===== src/hdl/gwm_pkg.sv =====
// Shared types and constants for the glob wildcard matcher.
`default_nettype none
package gwm_pkg;

	localparam logic [7:0] CH_STAR  = 8'h2A;
	localparam logic [7:0] CH_ANY   = 8'h3F;
	localparam logic [7:0] CH_OPEN  = 8'h5B;
	localparam logic [7:0] CH_NOT   = 8'h5E;
	localparam logic [7:0] CH_DASH  = 8'h2D;
	localparam logic [7:0] CH_CLOSE = 8'h5D;
	localparam logic [7:0] CH_ESC   = 8'h5C;

	localparam logic [2:0] ST_OK        = 3'd0;
	localparam logic [2:0] ST_TRAIL_ESC = 3'd1;
	localparam logic [2:0] ST_UNCLOSED  = 3'd2;
	localparam logic [2:0] ST_BAD_RANGE = 3'd3;
	localparam logic [2:0] ST_TOO_LONG  = 3'd4;

	localparam logic KIND_LOAD    = 1'b0;
	localparam logic KIND_VERDICT = 1'b1;

	typedef enum logic [3:0] {
		PS_IDLE,
		PS_START,
		PS_ELEM,
		PS_ESC,
		PS_NEG,
		PS_CLS,
		PS_LO_ESC,
		PS_AFTER_LO,
		PS_HI,
		PS_HI_ESC
	} parse_state_t;

	// element write towards the cell row
	typedef struct packed {
		logic         clr;
		logic         en;
		logic         star;
		logic [255:0] set;
	} elem_wr_t;

	// per-byte control broadcast to every cell
	typedef struct packed {
		logic step;
		logic init;
	} cell_ctl_t;

	function automatic logic [255:0] range_mask(input logic [7:0] a, input logic [7:0] b);
		logic [7:0]   lo;
		logic [7:0]   hi;
		logic [255:0] m;
		lo = (a > b) ? b : a;
		hi = (a > b) ? a : b;
		for (int k = 0; k < 256; k++) begin
			m[k] = (8'(k) >= lo) && (8'(k) <= hi);
		end
		return m;
	endfunction

endpackage
`default_nettype wire


===== src/hdl/gwm_cell.sv =====
// One pattern element cell: character set, star flag and live position bit.
`default_nettype none
module gwm_cell (
	input  wire logic              clk,
	input  wire logic              arst_n,
	input  wire logic              sel,
	input  wire gwm_pkg::elem_wr_t ewr,
	input  wire gwm_pkg::cell_ctl_t ctl,
	input  wire logic [7:0]        ch,
	input  wire logic              adv_in,
	input  wire logic              clos_in,
	output logic                   adv_out,
	output logic                   clos_out,
	output logic                   live_nxt,
	output logic                   live
);
	import gwm_pkg::*;

	logic         used_q;
	logic         star_q;
	logic [255:0] set_q;
	logic         live_q;
	logic         stay;

	always_comb begin
		adv_out  = ctl.step & live_q & used_q & ~star_q & set_q[ch];
		stay     = ctl.step & live_q & used_q & star_q;
		live_nxt = stay | adv_in | clos_in;
		clos_out = live_nxt & used_q & star_q;
	end

	assign live = live_q;

	always_ff @(posedge clk or negedge arst_n) begin
		if (!arst_n) begin
			used_q <= 1'b0;
			live_q <= 1'b0;
		end else begin
			if (ewr.clr) begin
				used_q <= 1'b0;
			end else if (ewr.en && sel) begin
				used_q <= 1'b1;
			end
			if (ctl.step || ctl.init) begin
				live_q <= live_nxt;
			end
		end
	end

	always_ff @(posedge clk) begin
		if (ewr.en && sel) begin
			star_q <= ewr.star;
			set_q  <= ewr.set;
		end
	end

endmodule
`default_nettype wire


===== config.mk =====
export PLATFORM = sky130hd
export DESIGN_NAME = gwm_cell
export DESIGN_NICKNAME = d
export VERILOG_FILES = /design/src/hdl/gwm_pkg.sv /design/src/hdl/gwm_cell.sv
export SDC_FILE = /design/constraint.sdc
export NUM_CORES = 1
export LEC_CHECK = 0
export BUFFER_PORTS_ARGS = -buffer_cell sky130_fd_sc_hd__buf_2
export CAP_MARGIN = 20
export CORE_MARGIN = 3
export CORE_UTILIZATION = 25
export DETAILED_ROUTE_END_ITERATION = 16
export PLACE_DENSITY = 0.43
export SYNTH_ARGS = -nofsm -noshare
export SYNTH_HDL_FRONTEND = slang
export SYNTH_SLANG_ARGS = --single-unit

===== constraint.sdc =====
create_clock -name clk -period 6.32 [get_ports clk]
set_clock_uncertainty 0.1 [all_clocks]
set_input_delay 1.58 -clock clk [delete_from_list [all_inputs] [get_ports clk]]
set_output_delay 1.58 -clock clk [all_outputs]
set_load 0.02 [all_outputs]

==> impl_metrics.tcl, run 1 <==
set metrics [dict create \
    outcome "completed" \
    die_h_um 208 \
    hold_class "flop to flop" \
    drt-wirelength-per-cell_um 21.3 \
    drv_slew 0 \
    synth-compound-area-share 0.0469 \
    setup_viol 0 \
    netlist_area_um2 10200 \
    cpLargestDelayFamily "compound AO/OA/AOI/OAI gates" \
    synth-edff-count 257 \
    synth_flop_cell "edfxtp_1" \
    required_ps 4640 \
    nNetsFinal 1064 \
    ant_nets 0 \
    relSlewSlack 0.468 \
    cp_num_buf_inv 3 \
    synth_nets 766 \
    crit_top_cell "a21oi_1" \
    antenna_found_initial 3 \
    start_util 0.254 \
    coreArea_um2 40000 \
    place_inst 1283 \
    cts.sinks 259 \
    io_pins 278 \
    setup_tns_ps 0 \
    overflow 0 \
    crit_chain "buf_4, buf_12, mux4_2, o22ai_1, a21oi_1, a2111oi_0, a21oi_1, o2bb2ai_1, buf_2" \
    ys_seq_elements 259 \
    start_kind "primary input" \
    maxCapViolCount 0 \
    synth.distinct_cells 46 \
    timing.hold.ws_ps 450 \
    period_minus_slack_ps 5690 \
    numCtsBuffers 30 \
    path_class "primary input to output pin" \
    wirelength_mm 28.6 \
    ir_worst_vdd_mv 0.173 \
    gp_congestion 0.764 \
    rsz0062_at_grt "false" \
    regArea_um2 7770 \
    cts_root_buffer "clkbuf_16" \
    p_leak_nw 4.84 \
    num-fill-cells 3898 \
    dp_hpwl_mm 20.7 \
    multi_input_area_um2 2180 \
    grt_max_degree 133 \
    die_area_um2 43100 \
    synth-xor-area-share 0 \
    synth_adder_area_share 0 \
    clockBufferDepth 3 \
    synth_top_family_by_area "multiplexers" \
    drtIter0Drc 442 \
    grt_pass1_vias 6352 \
    worst_slew_pin_slew_ps 798 \
    crit_path_max_incr_delay_ps 550 \
    power_density_nw_per_um2 305 \
    arrival_ps 4010 \
    port_buffers 277 \
    placementRows 73 \
    fmax_ghz 0.176 \
    drive_gt1_frac 0.460 \
    fin_crit_sh 0.900 \
    clk-insertion-delay-late_ps 560 \
    syn_inst 492 \
    yosysSeqAreaShare 0.764 \
    synthMuxAreaShare 0.142 \
    synth-simple-area-share 0.0253 \
    final_cells 1341 \
    critPathMaxFanout 48 \
    vias 5856 \
    cts_tree "done" \
    slowest_stage "mux4_2" \
    grt_usage 0.127 \
    cts_resized 0 \
    viasPerCell 4.37 \
    htreeDepth 1 \
    die_x_um 208 \
    async_reset_ff_frac 0.00772 \
    grt_pass1_wl_mm 41.2 \
    syn_to_final_growth_pct 28.5 \
    first_pass_iters 5 \
    postCtsHoldBufs 0 \
    syn_area_per_cell_um2 20.7 \
    post_cts.repair.setup_buffers 0 \
    ys_warn_count 0 \
    drc 0 \
    clkTransAtPathRegs_ps 60 \
    finalHoldViolCount 0 \
    endpoint_kind "output pin" \
]
==> worst reg2reg max path, cell delays in order, from the launching register on <==
cell and delay, ps:
edfxtp_1 410, nand4_1 90, nand2_1 80, mux2_2 270
==> power breakdown <==
| part | total [mW] | switching [mW] | internal (mW) |
|---|---|---|---|
| Sequential | 2.05 | 0.0292 | 2.02 |
| Combinational | 0.320 | 0.169 | 0.152 |
| Clock | 1.62 | 0.683 | 0.934 |
| Total | 3.99 | 0.881 | 3.11 |
==> placed cells by master (no fill, tap or decap), types with 9 or more instances in the layout <==
master	count
edfxtp_1	257
clkbuf_16	31
mux4_2	33
buf_4	11
mux4_1	9
o221ai_1	14
a21oi_1	12
nand2_1	21
mux2i_1	41
buf_2	276
nor2_1	13
==> logic make-up after synthesis <==
family,Yosys count
and+or+nand+nor,54
buffers and inverters,28
AOI/OAI and AO/OA,63
DFF,259
muxes,88
==> synth_stat cells, types with 3 or more instances <==
cell type	instances	area, µm²
mux4_2	33	743
a21oi_1	12	60.1
nor2_1	13	48.8
a211oi_1	4	30.0
mux2_2	5	56.3
clkbuf_4	3	22.5
edfxtp_1	257	7720
a221oi_1	4	35.0
o21ai_0	3	15.0
buf_2	7	35.0
inv_1	4	15.0
o22ai_1	8	50.1
o221ai_1	14	123
mux4_1	9	236
nand2_1	21	78.8
nand3_1	7	35.0
a22oi_1	3	22.5
buf_6	6	67.6
mux2i_1	41	410
==> registers in the layout, summed over array words and instances, names as in the netlist <==
signal  flops
star_q      1
used_q      1
set_q     256
live        1
==> routing by layer <==
metal | track usage | up-vias | routed length [µm]
li1 | - | 2685 | -
met1 | 0.177 | 2905 | 12900
met2 | 0.202 | 225 | 13200
met3 | 0.0351 | 37 | 1990
met4 | 0.0265 | 4 | 497
met5 | 0 | - | 27
==> worst paths after layout <==
kind,startpoint,slack [ps],to,cells after the start
setup / recovery,ch[0],630,adv_out,9
hold / removal,used_q$_DFFE_PN0P_,450,used_q$_DFFE_PN0P_,2
setup reg to reg,star_q$_DFFE_PP_,5260,live$_DFFE_PN0P_,3
min in group asynchronous,arst_n,690,live$_DFFE_PN0P_,1
hold reg to reg,used_q$_DFFE_PN0P_,450,used_q$_DFFE_PN0P_,2
max in group asynchronous,arst_n,5330,used_q$_DFFE_PN0P_,1
==> metrics by stage <==
step | util | instance area, µm² | setup slack, ps | power, mW
6_report | 0.327 | 13100 | 634 | 3.99
5_1_grt | 0.327 | 13100 | 424 | 4.15
4_1_cts | 0.327 | 13100 | 566 | 4.06
3_5_place_dp | 0.304 | 12100 | 566 | 2.41
3_3_place_gp | 0.304 | 12100 | 549 | 2.41
2_1_floorplan | - | 10200 | 1020 | 2.25
==> cell type report <==
| class | instances | area share |
|---|---|---|
| clock inverters | 17 | 0.00900 |
| clock buffers | 38 | 0.0613 |
| inverters | 4 | 0.00115 |
| diodes | 3 | 0.000574 |
| repair buffers | 290 | 0.117 |
| well taps | 525 | 0.0502 |
| multi-input cells | 205 | 0.167 |
| flip-flops and latches | 259 | 0.594 |
(Power assumes the default switching activity.)
==> run 2, diff against run 1 <==
--- a/config.mk
+++ b/config.mk
@@ -8,9 +8,9 @@
 export BUFFER_PORTS_ARGS = -buffer_cell sky130_fd_sc_hd__buf_2
 export CAP_MARGIN = 20
 export CORE_MARGIN = 3
-export CORE_UTILIZATION = 25
+export CORE_UTILIZATION = 51
 export DETAILED_ROUTE_END_ITERATION = 16
-export PLACE_DENSITY = 0.43
+export PLACE_DENSITY = 0.77
 export SYNTH_ARGS = -nofsm -noshare
 export SYNTH_HDL_FRONTEND = slang
 export SYNTH_SLANG_ARGS = --single-unit
==> impl_metrics.tcl, run 2 (same netlist as run 1, synthesis figures left out) <==
set metrics [dict create \
    first_pass_iters 7 \
    cts_root_buffer "clkbuf_16" \
    placed_cell_area_um2 11800 \
    port_buffers 277 \
    largest_register_ffs 256 \
    htreeDepth 1 \
    finalHoldViolCount 0 \
    drive_gt1_frac 0.455 \
    setup_tns_ps 0 \
    vias 5940 \
    drtIter0Drc 345 \
    cts_tree "done" \
    outcome "completed" \
    antenna_found_initial 5 \
    coreArea_um2 19500 \
    p_clk_frac 0.388 \
    endpoint_kind "output pin" \
    overflow 0 \
    rsz0062_at_grt "false" \
    min_from "used_q$_DFFE_PN0P_" \
    pwr-share-comb 0.079 \
    ir_worst_vdd_mv 0.238 \
    clkTransAtPathRegs_ps 50 \
    postCtsHoldBufs 0 \
    r2r_setup_slack_ps 5260 \
    ant_nets 0 \
    grt.met1_usage 0.300 \
    die_x_um 147 \
    start_util 0.521 \
    worst_slew_pin_slew_ps 824 \
    grt_use_met2 0.352 \
    power_density_nw_per_um2 305 \
    relSlewSlack 0.451 \
    path_class "primary input to output pin" \
    die_h_um 147 \
    switching_share 0.209 \
    critPathMaxFanout 44 \
    cts.sinks 259 \
    drv_slew 0 \
    wirelength_mm 23.9 \
    numCtsBuffers 26 \
    placementRows 51 \
    clockBufferDepth 3 \
    period_minus_slack_ps 5560 \
    drc 0 \
    required_ps 4640 \
    reg2reg_from "live$_DFFE_PN0P_" \
    nNetsFinal 1059 \
    syn_to_final_growth_pct 24.4 \
    stdcell_area_um2 12700 \
    hold_class "flop to flop" \
    post_cts.repair.setup_buffers 0 \
    grt_pass1_vias 6402 \
    start_kind "primary input" \
    gr-usage-met3 0.0524 \
    io_pins 278 \
    cts_resized 0 \
    power.net_switching_uw 804 \
    busiest_layer "met2" \
    p_seq_frac 0.533 \
    viasPerCell 5.52 \
    setup_viol 0 \
    gp_congestion 0.801 \
    final_common_cell "buf_2" \
    p_leak_nw 4.79 \
    fmax_ghz 0.180 \
    clk-insertion-delay-late_ps 520 \
    dp_hpwl_mm 17.3 \
    arrival_ps 3880 \
    internal-power_mw 3.05 \
    die_area_um2 21700 \
    worst_setup_path_startpoint "ch[0]" \
    fin_crit_sh 0.880 \
    top_register "set_q" \
    drt-wirelength-per-cell_um 22.2 \
    grt_max_degree 135 \
    grt_pass1_wl_mm 36.1 \
    grt_usage 0.218 \
    mostFrequentLayoutCells "buf_2 (276), edfxtp_1 (257), mux2i_1 (41)" \
    maxCapViolCount 0 \
]
run 2: critical path, stage by stage:
cell       delay (ps)
buf_4             300
buf_12            340
mux4_2            540
o32ai_1           320
a211oi_1          110
a21oi_1           190
a21oi_1            90
o2bb2ai_1         150
buf_2             180
run 2: final timing paths:
kind                                            to  depth (start not counted)
worst max register to register    live$_DFFE_PN0P_                          3
worst min register to register  used_q$_DFFE_PN0P_                          2
worst max-delay path                       adv_out                          9
max in group asynchronous         live$_DFFE_PN0P_                          1
min in group asynchronous       used_q$_DFFE_PN0P_                          1
worst min-delay path            used_q$_DFFE_PN0P_                          2
run 2: power by group through the flow:
| stage | clock network [mW] | logic, mW | registers [mW] |
|---|---|---|---|
| 2_1_floorplan | 0 | 0.167 | 2.08 |
| 3_3_place_gp | 0 | 0.301 | 2.08 |
| 3_5_place_dp | 0 | 0.307 | 2.09 |
| 4_1_cts | 1.53 | 0.308 | 2.05 |
| 5_1_grt | 1.59 | 0.332 | 2.06 |
| 6_report | 1.50 | 0.305 | 2.05 |
run 2: cell type report:
type,instances,area [µm²]
clock inverter,16,163
timing repair buffer,289,1500
antenna,6,15.0
clock buffer,32,673
sequential,259,7770
tap,265,332
multi-input combinational,205,2180
fill,1406,6870
inverter,4,15.0
run 2: metrics by stage:
stage / setup WS, ps / cells / power, mW / hold WS, ps / util
2_1_floorplan: 1020 / 492 / 2.25 / 396 / -
3_3_place_gp: 799 / 1022 / 2.38 / 421 / 0.604
3_5_place_dp: 760 / 1022 / 2.40 / 426 / 0.604
4_1_cts: 767 / 1070 / 3.89 / 440 / 0.647
5_1_grt: 579 / 1072 / 3.99 / 499 / 0.647
6_report: 760 / 1076 / 3.85 / 442 / 0.648
run 2: layer usage:
metal / up-vias / share of wire
met2: 291 / 0.49
met5: - / 0.0011
met3: 50 / 0.091
met4: 4 / 0.029
li1: 2677 / -
met1: 2918 / 0.39
==> run 3, diff against run 2 <==
--- a/config.mk
+++ b/config.mk
@@ -7,6 +7,7 @@
 export LEC_CHECK = 0
 export BUFFER_PORTS_ARGS = -buffer_cell sky130_fd_sc_hd__buf_2
 export CAP_MARGIN = 20
+export CORE_ASPECT_RATIO = 1.2
 export CORE_MARGIN = 3
 export CORE_UTILIZATION = 51
 export DETAILED_ROUTE_END_ITERATION = 16
==> impl_metrics.tcl, run 3 (same netlist as run 1, synthesis figures left out) <==
set metrics [dict create \
    largest_register_ffs 256 \
    final_common_cell "buf_2" \
    mostFrequentLayoutCells "buf_2 (276), edfxtp_1 (257), mux2i_1 (41)" \
    outcome "completed" \
    worst_slew_pin_slew_ps 743 \
    grt_usage 0.212 \
    maxCapViolCount 0 \
    post_cts.repair.setup_buffers 0 \
    placementRows 55 \
    power.total_mw 3.82 \
    numCtsBuffers 26 \
    ant_nets 0 \
    cts_root_buffer "clkbuf_16" \
    setup_viol 0 \
    top_register "set_q" \
    required_ps 4640 \
    min_from "used_q$_DFFE_PN0P_" \
    rsz0062_at_grt "false" \
    viasPerCell 5.50 \
    path_class "primary input to output pin" \
    p_leak_nw 4.79 \
    cp_num_buf_inv 3 \
    setup_tns_ps 0 \
    power_density_nw_per_um2 303 \
    wirelength_mm 23.4 \
    hold_depth 2 \
    drc 0 \
    finalHoldViolCount 0 \
    r2r_setup_slack_ps 5240 \
    critPathMaxFanout 24 \
    start_kind "primary input" \
    num-fill-cells 1327 \
    die_x_um 135 \
    cts_resized 0 \
    cpLargestDelayFamily "buffers and inverters" \
    postCtsHoldBufs 0 \
    vias 5844 \
    crit_chain "buf_4, buf_4, mux4_2, o22ai_1, a21oi_1, a2111oi_0, a21oi_1, o2bb2ai_1, buf_2" \
    nNetsFinal 1058 \
    syn_to_final_growth_pct 24.1 \
    gp_congestion 0.800 \
    drive_gt1_frac 0.456 \
    hold_class "flop to flop" \
    cts_tree "done" \
    start_util 0.530 \
    r2r-end "live$_DFFE_PN0P_" \
    period_minus_slack_ps 5550 \
    fmax_ghz 0.180 \
    io_pins 278 \
    drt-wirelength-per-cell_um 22.1 \
    clk-insertion-delay-late_ps 510 \
    grt_pass1_wl_mm 34.7 \
    drv_slew 0 \
    coreArea_um2 19200 \
    relSlewSlack 0.505 \
    clkTransAtPathRegs_ps 60 \
    crit_path_max_incr_delay_ps 530 \
    multi_input_area_um2 2180 \
    htreeDepth 1 \
    grt_max_degree 148 \
    die_h_um 161 \
    antenna_found_initial 3 \
    dp_hpwl_mm 17.1 \
    worstRegToRegCells 3 \
    cts.sinks 259 \
    reg2reg_from "star_q$_DFFE_PP_" \
    drtIter0Drc 485 \
    endpoint_kind "output pin" \
    slowest_stage "mux4_2" \
    grt_pass1_vias 6346 \
    worstHoldEndpoint "used_q$_DFFE_PN0P_" \
    regArea_um2 7770 \
    die_area_um2 21700 \
    clockBufferDepth 3 \
    fin_crit_sh 0.879 \
    port_buffers 277 \
    ir_worst_vdd_mv 0.198 \
    first_pass_iters 5 \
    overflow 0 \
    arrival_ps 3870 \
]
-- run 3: worst max path at each step --
stage | slack, ps | start | end | cells past startpoint
after floorplan | 1020 | ewr[257] | set_q[0]$_DFFE_PP_ | 1
after global placement | 740 | ch[1] | adv_out | 9
after detailed placement | 740 | ch[1] | adv_out | 9
after CTS | 730 | ch[0] | adv_out | 9
after global routing | 510 | ch[1] | adv_out | 9
final | 770 | ch[0] | adv_out | 9
-- run 3: stage by stage --
| step | hold slack [ps] | instances | util | instance area, µm² | setup WS (ps) |
|---|---|---|---|---|---|
| after floorplan | 396 | 492 | - | 10200 | 1020 |
| after global placement | 416 | 1012 | 0.614 | 11800 | 739 |
| after detailed placement | 432 | 1012 | 0.614 | 11800 | 737 |
| after CTS | 446 | 1060 | 0.657 | 12600 | 731 |
| after global routing | 470 | 1062 | 0.657 | 12600 | 514 |
| final | 456 | 1062 | 0.657 | 12600 | 767 |
-- run 3: metal layers --
metal	vias up	part of all wire	track usage
li1	2664	-	-
met3	35	0.079	0.0511
met1	2883	0.38	0.263
met4	2	0.019	0.0505
met2	260	0.52	0.376
met5	-	0.00030	0
-- run 3: worst reg2reg max path, delay by kind of cell, from the launching register on --
| family | cells | cell delay [ps] |
|---|---|---|
| AND/OR/NAND/NOR | 2 | 190 |
| multiplexers | 1 | 270 |
| flip-flops | 1 | 410 |
-- run 3: area by class of cell --
| class | instances | area share |
|---|---|---|
| antenna | 2 | 0.000397 |
| clock buffer | 34 | 0.0556 |
| clock inverter | 14 | 0.00952 |
| inverter | 4 | 0.00119 |
| multi-input combinational | 205 | 0.173 |
| sequential | 259 | 0.615 |
| tap | 256 | 0.0254 |
| timing repair buffer | 288 | 0.120 |
-- run 3: report_power, final --
| part | switching, mW | internal [mW] | leakage (nW) |
|---|---|---|---|
| clock | 0.602 | 0.864 | 0.401 |
| sequential | 0.0312 | 2.02 | 2.44 |
| combinational | 0.155 | 0.151 | 1.96 |
| total | 0.788 | 3.03 | 4.79 |
